### src/rtl/mtdk_pkg.sv
// ----------------------------------------------------------------------------
// mtdk_pkg
// Shared types, codes and constants of the motion-to-direction-key block.
// ----------------------------------------------------------------------------
package mtdk_pkg;

  localparam int unsigned SumWidthDef = 16;
  localparam int unsigned DeltaW      = 8;
  localparam int unsigned ExpW        = 8;
  localparam int unsigned SeenW       = 16;
  localparam int unsigned KeyW        = 3;
  localparam int unsigned LevelW      = 4;
  localparam int unsigned ThrW        = 7;
  localparam int unsigned CfgDataW    = 8;
  localparam int unsigned CfgIdxW     = 1;
  localparam int unsigned LevelCount  = 9;

  localparam logic [LevelW-1:0] LevelReset = LevelW'(4);
  localparam logic [ExpW-1:0]   FloorReset = ExpW'(25);

  typedef enum logic [CfgIdxW-1:0] {
    CfgSensitivity = 1'b0,
    CfgExposure    = 1'b1
  } cfg_idx_e;

  typedef enum logic {
    OpMotion = 1'b0,
    OpIdle   = 1'b1
  } op_e;

  typedef enum logic [KeyW-1:0] {
    KeyNone  = 3'd0,
    KeyRight = 3'd1,
    KeyLeft  = 3'd2,
    KeyDown  = 3'd3,
    KeyUp    = 3'd4
  } key_e;

  function automatic logic [ThrW-1:0] thr_lookup(logic [LevelW-1:0] level);
    logic [ThrW-1:0] thr;
    case (level)
      4'd0:    thr = 7'd90;
      4'd1:    thr = 7'd80;
      4'd2:    thr = 7'd70;
      4'd3:    thr = 7'd60;
      4'd4:    thr = 7'd50;
      4'd5:    thr = 7'd45;
      4'd6:    thr = 7'd40;
      4'd7:    thr = 7'd35;
      4'd8:    thr = 7'd30;
      default: thr = 7'd50;
    endcase
    return thr;
  endfunction

endpackage

### src/rtl/mtdk_if.sv
// ----------------------------------------------------------------------------
// mtdk_in_if / mtdk_out_if
// Valid/ready channels for motion words and key result words.
// ----------------------------------------------------------------------------
interface mtdk_in_if
  import mtdk_pkg::*;
();
  logic                     valid;
  logic                     ready;
  logic                     opcode;
  logic signed [DeltaW-1:0] delta_x;
  logic signed [DeltaW-1:0] delta_y;
  logic        [ExpW-1:0]   max_exposure;

  modport source (output valid, opcode, delta_x, delta_y, max_exposure, input ready);
  modport sink   (input valid, opcode, delta_x, delta_y, max_exposure, output ready);
endinterface

interface mtdk_out_if
  import mtdk_pkg::*;
();
  logic                    valid;
  logic                    ready;
  logic        [KeyW-1:0]  key_code;
  logic signed [SeenW-1:0] sum_x_seen;
  logic signed [SeenW-1:0] sum_y_seen;

  modport source (output valid, key_code, sum_x_seen, sum_y_seen, input ready);
  modport sink   (input valid, key_code, sum_x_seen, sum_y_seen, output ready);
endinterface

### src/rtl/motion_to_direction_key.sv
// ----------------------------------------------------------------------------
// motion_to_direction_key
// Accumulates finger motion deltas and emits direction keys past a threshold.
// ----------------------------------------------------------------------------
// Path: input register holds the accepted word, result register its result.
// Throughput: 1 word per cycle; the add, saturate and compare sit in one stage.
// Output stalls pause it and back up through the input register to in_i.ready.
// Reset: async, active low; clears both sums and valid bits, sensitivity
// level to 4 and exposure floor to 25.
// ----------------------------------------------------------------------------
module motion_to_direction_key
  import mtdk_pkg::*;
#(
  parameter int unsigned SumWidth = SumWidthDef
) (
  input  logic                clk_i,
  input  logic                rst_ni,
  input  logic                cfg_we_i,
  input  logic [CfgIdxW-1:0]  cfg_idx_i,
  input  logic [CfgDataW-1:0] cfg_data_i,
  mtdk_in_if.sink             in_i,
  mtdk_out_if.source          out_o
);

  localparam int unsigned ExtW = (SumWidth > SeenW) ? SumWidth : SeenW;

  localparam logic signed [SumWidth-1:0] SumMax = {1'b0, {(SumWidth-1){1'b1}}};
  localparam logic signed [SumWidth-1:0] SumMin = {1'b1, {(SumWidth-1){1'b0}}};

  logic                     s1_valid_q;
  logic                     s1_op_q;
  logic signed [DeltaW-1:0] s1_dx_q;
  logic signed [DeltaW-1:0] s1_dy_q;
  logic        [ExpW-1:0]   s1_exp_q;

  logic                     out_valid_q;
  logic        [KeyW-1:0]   key_q,    key_d;
  logic signed [SeenW-1:0]  seen_x_q, seen_x_d;
  logic signed [SeenW-1:0]  seen_y_q, seen_y_d;

  logic signed [SumWidth-1:0] sum_x_q, sum_x_d;
  logic signed [SumWidth-1:0] sum_y_q, sum_y_d;

  logic [LevelW-1:0] level_q;
  logic [ExpW-1:0]   floor_q;

  logic s2_load;
  logic s1_ready;

  logic signed [SumWidth:0]   raw_x, raw_y;
  logic signed [SumWidth-1:0] sat_x, sat_y;
  logic        [SumWidth-1:0] mag_x, mag_y, thr_ext;
  logic signed [ExtW-1:0]     ext_x, ext_y;
  key_e                       key;

  assign s2_load  = s1_valid_q && (!out_valid_q || out_o.ready);
  assign s1_ready = !s1_valid_q || s2_load;

  assign in_i.ready     = s1_ready;
  assign out_o.valid    = out_valid_q;
  assign out_o.key_code = key_q;
  assign out_o.sum_x_seen = seen_x_q;
  assign out_o.sum_y_seen = seen_y_q;

  // saturating accumulate
  assign raw_x = (SumWidth+1)'(sum_x_q) + (SumWidth+1)'(s1_dx_q);
  assign raw_y = (SumWidth+1)'(sum_y_q) + (SumWidth+1)'(s1_dy_q);

  always_comb begin
    if (raw_x[SumWidth] != raw_x[SumWidth-1]) begin
      sat_x = raw_x[SumWidth] ? SumMin : SumMax;
    end else begin
      sat_x = raw_x[SumWidth-1:0];
    end
    if (raw_y[SumWidth] != raw_y[SumWidth-1]) begin
      sat_y = raw_y[SumWidth] ? SumMin : SumMax;
    end else begin
      sat_y = raw_y[SumWidth-1:0];
    end
  end

  assign mag_x   = sat_x[SumWidth-1] ? (SumWidth)'(-sat_x) : sat_x;
  assign mag_y   = sat_y[SumWidth-1] ? (SumWidth)'(-sat_y) : sat_y;
  assign thr_ext = SumWidth'(thr_lookup(level_q));

  always_comb begin
    key = KeyNone;
    if (mag_x > mag_y && mag_x > thr_ext) begin
      key = (sat_x > 0) ? KeyRight : KeyLeft;
    end else if (mag_y > mag_x && mag_y > thr_ext) begin
      key = (sat_y > 0) ? KeyDown : KeyUp;
    end
  end

  always_comb begin
    key_d   = KeyNone;
    sum_x_d = sum_x_q;
    sum_y_d = sum_y_q;
    ext_x   = ExtW'(sum_x_q);
    ext_y   = ExtW'(sum_y_q);
    if (s1_op_q == OpIdle) begin
      sum_x_d = '0;
      sum_y_d = '0;
    end else if (s1_exp_q > floor_q) begin
      ext_x = ExtW'(sat_x);
      ext_y = ExtW'(sat_y);
      key_d = key;
      if (key != KeyNone) begin
        sum_x_d = '0;
        sum_y_d = '0;
      end else begin
        sum_x_d = sat_x;
        sum_y_d = sat_y;
      end
    end
    seen_x_d = ext_x[SeenW-1:0];
    seen_y_d = ext_y[SeenW-1:0];
  end

  // control and state
  always_ff @(posedge clk_i or negedge rst_ni) begin
    if (!rst_ni) begin
      s1_valid_q  <= 1'b0;
      out_valid_q <= 1'b0;
      sum_x_q     <= '0;
      sum_y_q     <= '0;
      level_q     <= LevelReset;
      floor_q     <= FloorReset;
    end else begin
      if (s1_ready) begin
        s1_valid_q <= in_i.valid;
      end
      if (s2_load) begin
        out_valid_q <= 1'b1;
        sum_x_q     <= sum_x_d;
        sum_y_q     <= sum_y_d;
      end else if (out_o.ready) begin
        out_valid_q <= 1'b0;
      end
      if (cfg_we_i) begin
        unique case (cfg_idx_e'(cfg_idx_i))
          CfgSensitivity: begin
            if (cfg_data_i[LevelW-1:0] < LevelW'(LevelCount)) begin
              level_q <= cfg_data_i[LevelW-1:0];
            end
          end
          CfgExposure: begin
            floor_q <= cfg_data_i[ExpW-1:0];
          end
        endcase
      end
    end
  end

  // payload
  always_ff @(posedge clk_i) begin
    if (s1_ready && in_i.valid) begin
      s1_op_q  <= in_i.opcode;
      s1_dx_q  <= in_i.delta_x;
      s1_dy_q  <= in_i.delta_y;
      s1_exp_q <= in_i.max_exposure;
    end
    if (s2_load) begin
      key_q    <= key_d;
      seen_x_q <= seen_x_d;
      seen_y_q <= seen_y_d;
    end
  end

endmodule

### src/flat_wrapper.sv
// flat-port wrapper written by rule: the top's interface ports become plain ports
module motion_to_direction_key_flat import mtdk_pkg::*;
#(
  parameter int unsigned SumWidth = SumWidthDef
)
  (clk_i, rst_ni, cfg_we_i, cfg_idx_i, cfg_data_i, in_i_valid, in_i_opcode, in_i_delta_x, in_i_delta_y, in_i_max_exposure, in_i_ready, out_o_valid, out_o_key_code, out_o_sum_x_seen, out_o_sum_y_seen, out_o_ready);
  mtdk_in_if in_i_i ();
  mtdk_out_if out_o_i ();
  input  logic clk_i;
  input  logic rst_ni;
  input  logic cfg_we_i;
  input  logic [CfgIdxW-1:0] cfg_idx_i;
  input  logic [CfgDataW-1:0] cfg_data_i;
  input wire logic [$bits(in_i_i.valid)-1:0] in_i_valid;
  input wire logic [$bits(in_i_i.opcode)-1:0] in_i_opcode;
  input wire logic [$bits(in_i_i.delta_x)-1:0] in_i_delta_x;
  input wire logic [$bits(in_i_i.delta_y)-1:0] in_i_delta_y;
  input wire logic [$bits(in_i_i.max_exposure)-1:0] in_i_max_exposure;
  output wire logic [$bits(in_i_i.ready)-1:0] in_i_ready;
  output wire logic [$bits(out_o_i.valid)-1:0] out_o_valid;
  output wire logic [$bits(out_o_i.key_code)-1:0] out_o_key_code;
  output wire logic [$bits(out_o_i.sum_x_seen)-1:0] out_o_sum_x_seen;
  output wire logic [$bits(out_o_i.sum_y_seen)-1:0] out_o_sum_y_seen;
  input wire logic [$bits(out_o_i.ready)-1:0] out_o_ready;
  assign in_i_i.valid = in_i_valid;
  assign in_i_i.opcode = in_i_opcode;
  assign in_i_i.delta_x = in_i_delta_x;
  assign in_i_i.delta_y = in_i_delta_y;
  assign in_i_i.max_exposure = in_i_max_exposure;
  assign in_i_ready = in_i_i.ready;
  assign out_o_valid = out_o_i.valid;
  assign out_o_key_code = out_o_i.key_code;
  assign out_o_sum_x_seen = out_o_i.sum_x_seen;
  assign out_o_sum_y_seen = out_o_i.sum_y_seen;
  assign out_o_i.ready = out_o_ready;
  motion_to_direction_key #(.SumWidth(SumWidth)) u_core (.clk_i(clk_i), .rst_ni(rst_ni), .cfg_we_i(cfg_we_i), .cfg_idx_i(cfg_idx_i), .cfg_data_i(cfg_data_i), .in_i(in_i_i), .out_o(out_o_i));
endmodule
### config.mk
export PLATFORM = sky130hd
export DESIGN_NAME = motion_to_direction_key_flat
export DESIGN_NICKNAME = d
export VERILOG_FILES = /design/src/rtl/mtdk_pkg.sv /design/src/rtl/mtdk_if.sv /design/src/rtl/motion_to_direction_key.sv /design/src/flat_wrapper.sv
export SDC_FILE = /design/constraint.sdc
export NUM_CORES = 1
export LEC_CHECK = 0
export ABC_AREA = 1
export BUFFER_PORTS_ARGS = -buffer_cell sky130_fd_sc_hd__buf_2
export CAP_MARGIN = 20
export CORE_ASPECT_RATIO = 0.5
export CORE_MARGIN = 2
export CORE_UTILIZATION = 61
export CTS_CLUSTER_SIZE = 40
export DETAILED_ROUTE_END_ITERATION = 8
export PLACE_DENSITY = 0.86
export SLEW_MARGIN = 15
export SYNTH_ARGS = -nofsm -noshare
export SYNTH_HDL_FRONTEND = slang
export SYNTH_SLANG_ARGS = --single-unit
export TNS_END_PERCENT = 10
### constraint.sdc
create_clock -name clk_i -period 6.3 [get_ports clk_i]
set_input_delay 0 -clock clk_i [delete_from_list [all_inputs] [get_ports clk_i]]
set_output_delay 0 -clock clk_i [all_outputs]
set_load 0.01 [all_outputs]
Word-level counts from Yosys, hierarchy flattened. Memory sizes are Yosys's and may differ from the RTL's. Cells that the tools add are included.

Multiplexer cells: 22. Reduce and logical (&&, ||, !) cells: 15. Add/sub/neg operators: 4. Eq/ne operators: 2. Bitwise logic cells: 2. Magnitude comparators: 8.

Operators by type and width (number): $mux W16 (16); $add A16 B8 Y17 (2); $gt A16 B1 Y1 const B (2); $gt A16 B16 Y1 (2); $gt A16 B7 Y1 (2); $neg A16 Y16 (2); $mux W3 (3); $gt A8 B8 Y1 (1); $logic_and A1 B1 Y1 (4); $lt A4 B4 Y1 const B (1); $reduce_and A2 Y1 (2); $reduce_bool A2 Y1 (2); $reduce_and A3 Y1 (1); $reduce_bool A3 Y1 (1); $logic_not A1 Y1 (2); $logic_or A1 B1 Y1 (2); $mux W1 (2); $mux W2 (1); $ne A1 B1 Y1 (2); $not A1 Y1 (2); $reduce_or A2 Y1 (1).

Logic and storage cells: 67. Memory bits (read-only): 112. Register bits: 106. Memories: 1. Input port bits: 39. Output and inout bits: 37.

Memories: (no name shown) (words 16, bits a word 7, rd ports 1, clocked after Yosys merged registers in 0, wr ports 0, RTL line mtdk_pkg.sv:41) `case (level)`.

Logic depth before layout (Yosys ltp).
Word-level depth: 13. Mapped depth: 39. Gate-level depth less buffers: 36.

Least setup slack after synthesis. OpenSTA, ideal clock, no wires.

Kind: reg-to-reg. Start: register u_core.s1_dy_q[7]. End: register u_core.sum_x_q[10]. Arrival: 5.155 ns. Path buffers: 4. Setup slack: 1.079 ns. Data required time: 6.234 ns. Cell stages (with the launch flop): 33. Period minus slack after synthesis: 5.221 ns. Library setup time: 0.066 ns. Cells stage by stage: edfxtp_1 > ha_1 > nand2_1 > nor2_1 > and2_1 > nand2_1 > nand2_1 > a21oi_1 > o21bai_1 > xor2_1 > inv_1 > ha_1 > buf_2 > nand3_4 > buf_6 > buf_4 > o21ai_0 > inv_1 > ha_1 > nand2_1 > inv_1 > nand3_2 > o21ai_0 > xor2_1 > ha_1 > nand4_1 > o221ai_1 > a221oi_1 > a21oi_1 > nand2_4 > buf_8 > nand3_2 > nand2_1.

Word-level cells in the longest chain between the ends: 13. Elaborated cells on any way between the ends: 19. Those cells by class: 2 x add/sub; 4 x order compare; 1 x eq/ne; 9 x mux; 3 x reduce/logical.

RTL lines: from (decl) (RTL line motion_to_direction_key.sv:33) `logic signed [DeltaW-1:0] s1_dy_q;`; from (signal assigned) (RTL line motion_to_direction_key.sv:160) `s1_dy_q <= in_i.delta_y;`; $add A16 B8 Y17 * (RTL line motion_to_direction_key.sv:67) `assign raw_y = (SumWidth+1)'(sum_y_q) + (SumWidth+1)'(s1_dy_q);`; $mux W16 or $ne A1 B1 Y1 (tied branches) (RTL line motion_to_direction_key.sv:76, motion_to_direction_key.sv:75); $mux W16 * (RTL line motion_to_direction_key.sv:75) `if (raw_y[SumWidth] != raw_y[SumWidth-1]) begin`; $neg A16 Y16 (RTL line motion_to_direction_key.sv:83) `assign mag_y = sat_y[SumWidth-1] ? (SumWidth)'(-sat_y) : sat_y;`; $mux W16 (RTL line motion_to_direction_key.sv:83); $gt A16 B16 Y1 or $gt A16 B7 Y1 (tied branches) (RTL line motion_to_direction_key.sv:90) `end else if (mag_y > mag_x && mag_y > thr_ext) begin`; $logic_and A1 B1 Y1 (RTL line motion_to_direction_key.sv:90); $mux W3 (RTL line motion_to_direction_key.sv:90); $mux W3 * (RTL line motion_to_direction_key.sv:88) `if (mag_x > mag_y && mag_x > thr_ext) begin`; $reduce_bool A3 Y1 * (RTL line motion_to_direction_key.sv:108) `if (key != KeyNone) begin`; $mux W16 * (RTL line motion_to_direction_key.sv:108); $mux W16 * (RTL line motion_to_direction_key.sv:104) `end else if (s1_exp_q > floor_q) begin`; $mux W16 * (RTL line motion_to_direction_key.sv:101) `if (s1_op_q == OpIdle) begin`; to (signal assigned) (RTL line motion_to_direction_key.sv:135) `sum_x_q <= sum_x_d;`; to (decl) (RTL line motion_to_direction_key.sv:41) `logic signed [SumWidth-1:0] sum_x_q, sum_x_d;`.

Mark *: on every way between the ends. The rest lies on a longest branch, timed or not. The select of a mux whose other input is x is not followed. A chain may end at the register's enable or synchronous reset.

Worst setup path after layout.
Start: register u_core.s1_dy_q[7]. End: register u_core.sum_x_q[1].

The elaborated chain is that of the path after synthesis.

==> flow_metrics.py <==
metrics = {
    "layout": {
        "n_antenna_cell": 0,
        "multi_input_area_um2": 4783,
        "nFillCells": 1049,
        "drive_gt1_share_pct": 12.74,
        "ff_latch_area_um2": 2958,
        "layoutNonFillerInstCount": 1479,
        "syn2layout_area_growth_pct": 14.63,
        "fin_nets": 1404,
    },
    "clock_tree": {
        "clkTransAtPathRegs_ps": 80,
        "insertion_delay_ps": 360,
        "cts_buffer_depth": 2,
        "cts_root_buf": "clkbuf_16",
        "numCtsBuffers": 9,
        "clock_sink_count": 106,
        "cts_tree": "done",
        "h-tree-depth": 3,
    },
    "timing": {
        "relSlewSlack_pct": 26.99,
        "worstMarginPinSlew_ps": 1093,
        "fin_crit_ps": 6210,
        "setup_violations": 0,
        "fin_crit_sh_pct": 98.58,
        "fmax_mhz": 161.0,
        "drv_slew": 0,
        "grt_setup_unrepaired": "true",
        "finalClockSkew_ps": 12.31,
        "finalHoldViolCount": 0,
    },
    "critical_path": {
        "required_ps": 6550,
        "cpMaxStageDelayCell": "o21ai_0",
        "path_delay_family": "simple AND/OR/NAND/NOR gates",
        "crit_fanout": 16,
        "setup.worst_path.start_class": "register",
        "cp_common_cell": "nand2_1",
        "cpPeakStageDelay_ps": 640,
        "cp-end-kind": "register",
        "cp.arrival_ps": 6460,
        "critPathBufInv": 4,
        "worst-setup-path-type": "reg -> reg",
    },
    "synthesis": {
        "synthFlopType": "edfxtp_1",
        "ys_ff_latch": 106,
        "yosys_warnings": 0,
        "synth_edf_count": 60,
        "synth_cells": 1177,
        "netlist-cell-type-count": 42,
        "ys_seq_area_share_pct": 34.72,
        "synth_common_cells": "nand2_1, inv_1, nand3_1",
        "async_reset_ff_share_pct": 43.40,
        "syn_nets": 1299,
        "synth.avg_cell_area_um2": 7.237,
        "synth_top_area_cell": "edfxtp_1",
        "netlist_top_cells_area": "edfxtp_1, nand2_1, dfrtp_1",
        "yosysMostFrequentCell": "nand2_1",
        "yosys.area.top_type_share_pct": 21.15,
        "syn_area_um2": 8518,
    },
    "outcome": {
        "status": "complete, no violations",
    },
    "routing": {
        "drt-total-wl_um": 22460,
        "drtPass1Iterations": 5,
        "wire_per_inst_um": 15.18,
        "antenna_left": 0,
        "vias": 8175,
        "dr.first_iter.drc_count": 774,
        "drc": 0,
        "via_per_inst": 5.527,
    },
    "grt": {
        "grt_max_degree": 47,
        "grt-ovfl-total": 0,
        "grt_pass1_vias": 7651,
        "grt_pass1_wl_um": 35290,
        "antenna_found_initial": 0,
        "track_usage_pct": 29.83,
    },
    "floorplan": {
        "die_w_um": 171.1,
        "core_um2": 13590,
        "initial_core_util_pct": 62.69,
        "io_pins": 76,
        "die_area_um2": 14980,
        "die_y_um": 87.56,
        "std_cell_rows": 30,
    },
    "flow_run": {
        "drv_cap": 0,
    },
    "placed_design": {
        "gp_routability_congestion": 0.9170,
        "dp.cells": 1423,
        "post-dp-hpwl_um": 15840,
        "portBuffers": 75,
    },
    "worst_hold_path": {
        "min_path_type": "in -> reg",
    },
}
==> layout make-up <==
class                      instances  area share [%]
inverter                         169           6.497
clock inverter                     7          0.6663
timing repair buffer             124           8.790
sequential                       106           30.29
tap                              192           2.460
clock buffer                       9           2.307
multi-input combinational        872           48.99
==> flip-flops by register name (all words and copies together) (netlist names) <==
signal / cells
u_core.sum_x_q: 16
u_core.out_o.sum_x_seen: 16
u_core.out_o.sum_y_seen: 16
u_core.s1_dx_q: 8
u_core.sum_y_q: 16
u_core.s1_exp_q: 8
u_core.s1_dy_q: 8
u_core.out_o.key_code: 3
u_core.floor_q: 8
u_core.level_q: 4
u_core.s1_valid_q: 1
u_core.s1_op_q: 1
u_core.out_o.valid: 1
==> placed cells by master (no fill, tap or decap), types with 2 or more instances in the layout <==
cell type	synthesis	routed
nand2_1	371	371
inv_1	168	168
nand3_1	113	113
nor2_1	82	82
ha_1	81	81
buf_2	1	74
o21ai_0	60	60
edfxtp_1	60	60
a21oi_1	52	51
dfrtp_1	42	42
dlygate4sd3_1	0	37
nand3_2	21	21
nand4_1	12	12
buf_4	2	12
xor2_1	11	11
nor2_2	10	10
nand2_2	9	9
nor3_1	10	9
clkbuf_16	0	9
nand3b_1	6	6
or2_2	5	5
o21bai_1	4	4
inv_6	0	4
dfstp_2	4	4
and2_1	3	3
o21ai_2	2	3
nor3_2	1	2
nand3_4	2	2
xnor2_1	2	2
nand2_4	2	2
fa_1	2	2
inv_8	0	2
==> logic make-up (layout without fill, tap and decap cells) <==
kind of cell | count (synthesis) | count (layout) | share of synthesized area, %
simple gates | 648 | 649 | 33.92
buf+inv | 200 | 309 | 9.709
compound gates | 127 | 127 | 7.947
flops | 106 | 106 | 34.72
fa+ha+maj | 83 | 83 | 12.37
xor+xnor | 13 | 13 | 1.337
==> worst paths after layout <==
| path | start | end | slack [ps] | cells past startpoint |
|---|---|---|---|---|
| worst min register to register | u_core.floor_q[3] | u_core.floor_q[3] | 500 | 2 |
| worst max-delay path | u_core.s1_dy_q[7] | u_core.sum_x_q[1] | 90 | 31 |
| min in group asynchronous | rst_ni | u_core.floor_q[6] | 200 | 2 |
| worst min-delay path | cfg_idx_i | u_core.level_q[2] | 60 | 3 |
| worst max register to register | u_core.s1_dy_q[7] | u_core.sum_x_q[1] | 90 | 31 |
| max in group asynchronous | rst_ni | u_core.sum_x_q[0] | 5650 | 2 |
==> worst reg2reg max path: cells and delay by family (launching register included) <==
kind / cells / cell delay (ps)
AND/OR/NAND/NOR: 17 / 2090
AO/OA/AOI/OAI: 5 / 1480
adder cells (fa/ha/maj): 4 / 1370
flip-flops: 1 / 540
buffers and inverters: 4 / 420
XOR/XNOR: 1 / 230
==> stage by stage <==
stage / hold slack (ps) / setup TNS, ps / area [um^2] / util, % / setup WS (ps)
CTS: 48.42 / 0 / 9681 / 71.24 / 249.6
finish: 64.64 / 0 / 9764 / 71.86 / 89.60
detailed placement: 178.1 / 0 / 9020 / 66.38 / 285.5
global route: 116.6 / -7840 / 9764 / 71.86 / -266.6
global placement: 176.0 / 0 / 9020 / 66.38 / 498.9
floorplan: -295.6 / 0 / 8518 / - / 1079
==> timing repair <==
action                                  in CTS  in global routing
endpoints found under the setup margin       0                 35
hold endpoints to repair                    81                  0
buffers inserted                             0                  1
resized for setup                            0                  6
hold buffers                                37                  0
==> metal layers <==
metal	global-route usage, %	vias to the layer above	wire length [um]
li1	-	4026	-
met5	0	-	0
met1	38.35	3704	9601
met2	51.43	393	10340
met3	5.648	52	1962
met4	10.32	0	554
Power is not shown: default switching activity piles up to over one toggle a cycle in this logic, so the estimate is an artifact.
